==> src/sv/fcpa_ram.sv <==
// Generic simple dual-port RAM, one write port, one registered read port.
module fcpa_ram #(
  parameter int unsigned Width = 8,
  parameter int unsigned Depth = 16
) (
  input  logic                     clk_i,
  input  logic                     we_i,
  input  logic [$clog2(Depth)-1:0] waddr_i,
  input  logic [Width-1:0]         wdata_i,
  input  logic                     re_i,
  input  logic [$clog2(Depth)-1:0] raddr_i,
  output logic [Width-1:0]         rdata_o
);

  logic [Width-1:0] mem_q [Depth];
  logic [Width-1:0] rdata_q;

  always_ff @(posedge clk_i) begin
    if (we_i) begin
      mem_q[waddr_i] <= wdata_i;
    end
    if (re_i) begin
      rdata_q <= mem_q[raddr_i];
    end
  end

  assign rdata_o = rdata_q;

endmodule
==> config.mk <==
export PLATFORM = sky130hd
export DESIGN_NAME = fcpa_ram
export DESIGN_NICKNAME = d
export VERILOG_FILES = /design/src/sv/fcpa_ram.sv
export SDC_FILE = /design/constraint.sdc
export NUM_CORES = 1
export LEC_CHECK = 0
export BUFFER_PORTS_ARGS = -buffer_cell sky130_fd_sc_hd__buf_2
export CORE_MARGIN = 1.5
export CORE_UTILIZATION = 50
export CTS_CLUSTER_SIZE = 40
export DETAILED_ROUTE_END_ITERATION = 8
export PLACE_DENSITY = 0.67
export SLEW_MARGIN = 5
export SYNTH_ARGS = -nofsm -noshare
export SYNTH_HDL_FRONTEND = slang
export SYNTH_SLANG_ARGS = --single-unit
export TNS_END_PERCENT = 10
==> constraint.sdc <==
create_clock -name clk_i -period 2.6 [get_ports clk_i]
set_clock_uncertainty 0.15 [all_clocks]
set_input_delay 0.26 -clock clk_i [delete_from_list [all_inputs] [get_ports clk_i]]
set_output_delay 0.26 -clock clk_i [all_outputs]
set_load 0.1 [all_outputs]
==> impl_metrics.csv <==
group,metric,value,unit
grt,grt_pass1_vias,2575,
critical_path,worstPathArrival,1.33,ns
synthesis,yosysTopAreaCellShare,78.1,%
flow_run,drv_cap,0,
critical_path,cpMaxStageDelayCell,"buf_2",
cts,insertion_delay,0.51,ns
finish,drive_above_1_share,30.0,%
grt,grt_pass1_wl,15.6,mm
grt,grt_max_degree,33,
detailed_routing,drc,0,
cts,clkTransAtPathRegs,0.06,ns
power,p_int,4.31,mW
sta,maxSlewViolCount,0,
floorplan,die_x,105,um
cts,cts_tree,"yes",
power,ir_drop,0.498,mV
critical_path,cp-start-kind,"flip-flop",
sta,fin_crit_sh,66.8,%
detailed_routing,wirelength,10.1,mm
grt,grt.total_usage,20.4,%
floorplan,die_area,11100,um^2
critical_path,critPathKind,"flip-flop to output pin",
detailed_routing,wl_per_cell,22.9,um
critical_path,cp-end-kind,"output pin",
detailed_routing,drtAntennaViolNets,0,
finish,multi_input_area,1060,um^2
detailed_routing,drt_iter0_drc,161,
floorplan,rows,37,
synthesis,ys_warn_count,0,
placed_design,port-buffer-count,26,
sta,layout_min_cycle_time,1.74,ns
power,total_power,5.37,mW
sta,tightest_slew,0.842,ns
synthesis,syn_inst,229,
critical_path,crit_required,2.19,ns
hold_path,min_path_type,"primary input to flip-flop",
critical_path,critPathTopFamily,"buffers and inverters",
synthesis,synth_cell_types,18,
placed_design,gp_congestion,0.746,
floorplan,core_area,10200,um^2
detailed_routing,drtPass1Iterations,4,
sta,max-slew-margin-rel,43.7,%
synthesis,yosysSeqAreaShare,78.1,%
cts,root_buffer,"clkbuf_8",
placed_design,dp_hpwl,6.30,mm
floorplan,die_y,105,um
placed_design,placed_area,5590,um^2
run_status,status,"finished, final reports clean",
grt,antenna_found_initial,0,
power,leakagePower,2.15,nW
sta,rsz0062_at_grt,"false",
finish,final_cell_area,6330,um^2
detailed_routing,num_vias,2476,
critical_path,critPathBufInv,1,
critical_path,cp_max_fo,1,
power,switching_power,1.06,mW
grt,grt.overflow.total,0,
power,power.density,848,nW/um^2
cts,cts_resized,0,
synthesis,synth_area_leaders,"edfxtp_1, mux4_2, mux4_1",
placed_design,pre_cts_ws,0.511,ns
synthesis,synth_top_area_cell,"edfxtp_1",
synthesis,syn_avg_cell_area,22.8,um^2
critical_path,cp_cell_sequence,"buf_2",
sta,layout_setup_ws,0.864,ns
power,p_seq_share,46.2,%
floorplan,ios,27,
finish,ff_latch_area,4080,um^2
finish,antenna-diode-count,0,
cts,numCtsBuffers,17,
synthesis,synth_fp_nets,248,
sta,tns,0,ns
power,power.share.clock,48.0,%
cts,cts_setup_buffers,0,
power,swShare,19.7,%
detailed_routing,post_drt_via_cell_ratio,5.64,
cts,cts_hold_buf,9,
cts,htreeDepth,4,
cts,cts_num_sinks,136,
finish,nNetsFinal,309,
synthesis,syn_area,5230,um^2
power,p_comb_share,5.8,%
finish,synthToLayoutAreaGrowth,21.1,%
critical_path,slowest_delay,0.44,ns
sta,finalHoldViolCount,0,
sta,setup_viol,0,
floorplan,initial_core_util,51.1,%
synthesis,ys_ff_latch,136,
finish,fill_cells,698,
sta,fmax,576,MHz
cts,cts_buffer_depth,2,
## power by group through the flow
stage / sequential [mW] / combinational, mW / clock (mW)
floorplan: 2.60 / 0.125 / 0
global placement: 2.53 / 0.297 / 0
detailed placement: 2.53 / 0.304 / 0
CTS: 2.48 / 0.315 / 2.61
global route: 2.49 / 0.330 / 2.70
finish: 2.48 / 0.310 / 2.58
## Yosys cell counts, drive strengths merged
cell           number
nor2               13
and2                1
nor3                4
nand3               1
nand2               9
buf                 7
nand3b              2
a22oi              16
or3b                1
mux4               32
nand2b              2
clkdlybuf4s25       3
nor2b               1
and2b               1
edfxtp            136
## cell families after synthesis
group | synth area share [%]
AO/OA/AOI/OAI | 2.30
multiplexers | 14.8
buffers and inverters | 1.65
flip-flops | 78.1
AND/OR/NAND/NOR | 3.14
## layout by cell type (no fill, tap or decap)
cell type,n
a22oi_1,16
and2_1,1
and2b_1,1
buf_12,2
buf_2,26
buf_4,15
bufinv_16,6
clkbuf_1,1
clkbuf_16,16
clkbuf_8,1
clkinv_1,2
clkinv_2,2
clkinv_4,1
clkinvlp_4,3
dlygate4sd3_1,9
edfxtp_1,136
mux4_1,14
mux4_2,18
nand2_1,9
nand2b_1,2
nand3_1,1
nand3b_1,2
nor2_1,13
nor2b_1,1
nor3_1,4
or3b_2,1
## through the flow
stage               util, %  std cells  hold WS (ns)
floorplan                 -        229         0.209
global placement       54.7        398         0.495
detailed placement     54.7        398         0.504
CTS                    61.9        439        0.0866
global route           61.9        439         0.109
finish                 61.9        439         0.116
## cell type report
type,instances,area share [%]
Tap cell,136,2.69
Clock inverter,14,3.62
Clock buffer,18,6.60
Multi-Input combinational cell,83,16.7
Sequential cell,136,64.5
Timing Repair Buffer,52,5.89
## registers in the layout (all words and copies together) (netlist names)
name and cells:
rdata_o 8, mem_q 128
## path summary, 6_finish.rpt
kind,startpoint,to,slack (ns),cells past startpoint
max,rdata_o[7]$_DFFE_PP_,rdata_o[7],0.86,1
min,waddr_i[2],mem_q[2][4]$_DFFE_PP_,0.12,3
max reg2reg,mem_q[1][1]$_DFFE_PP_,rdata_o[1]$_DFFE_PP_,0.93,3
min reg2reg,mem_q[7][3]$_DFFE_PP_,rdata_o[3]$_DFFE_PP_,0.59,3
## metal layers
layer / wire [um] / part of all wire (%) / GRT usage, %
met5: 0 / 0 / 0
met4: 138 / 1.4 / 8.71
met3: 624 / 6.2 / 4.08
met2: 4950 / 49 / 32.3
met1: 4350 / 43 / 28.0
Note: power is estimated with default switching activity, not from simulation.
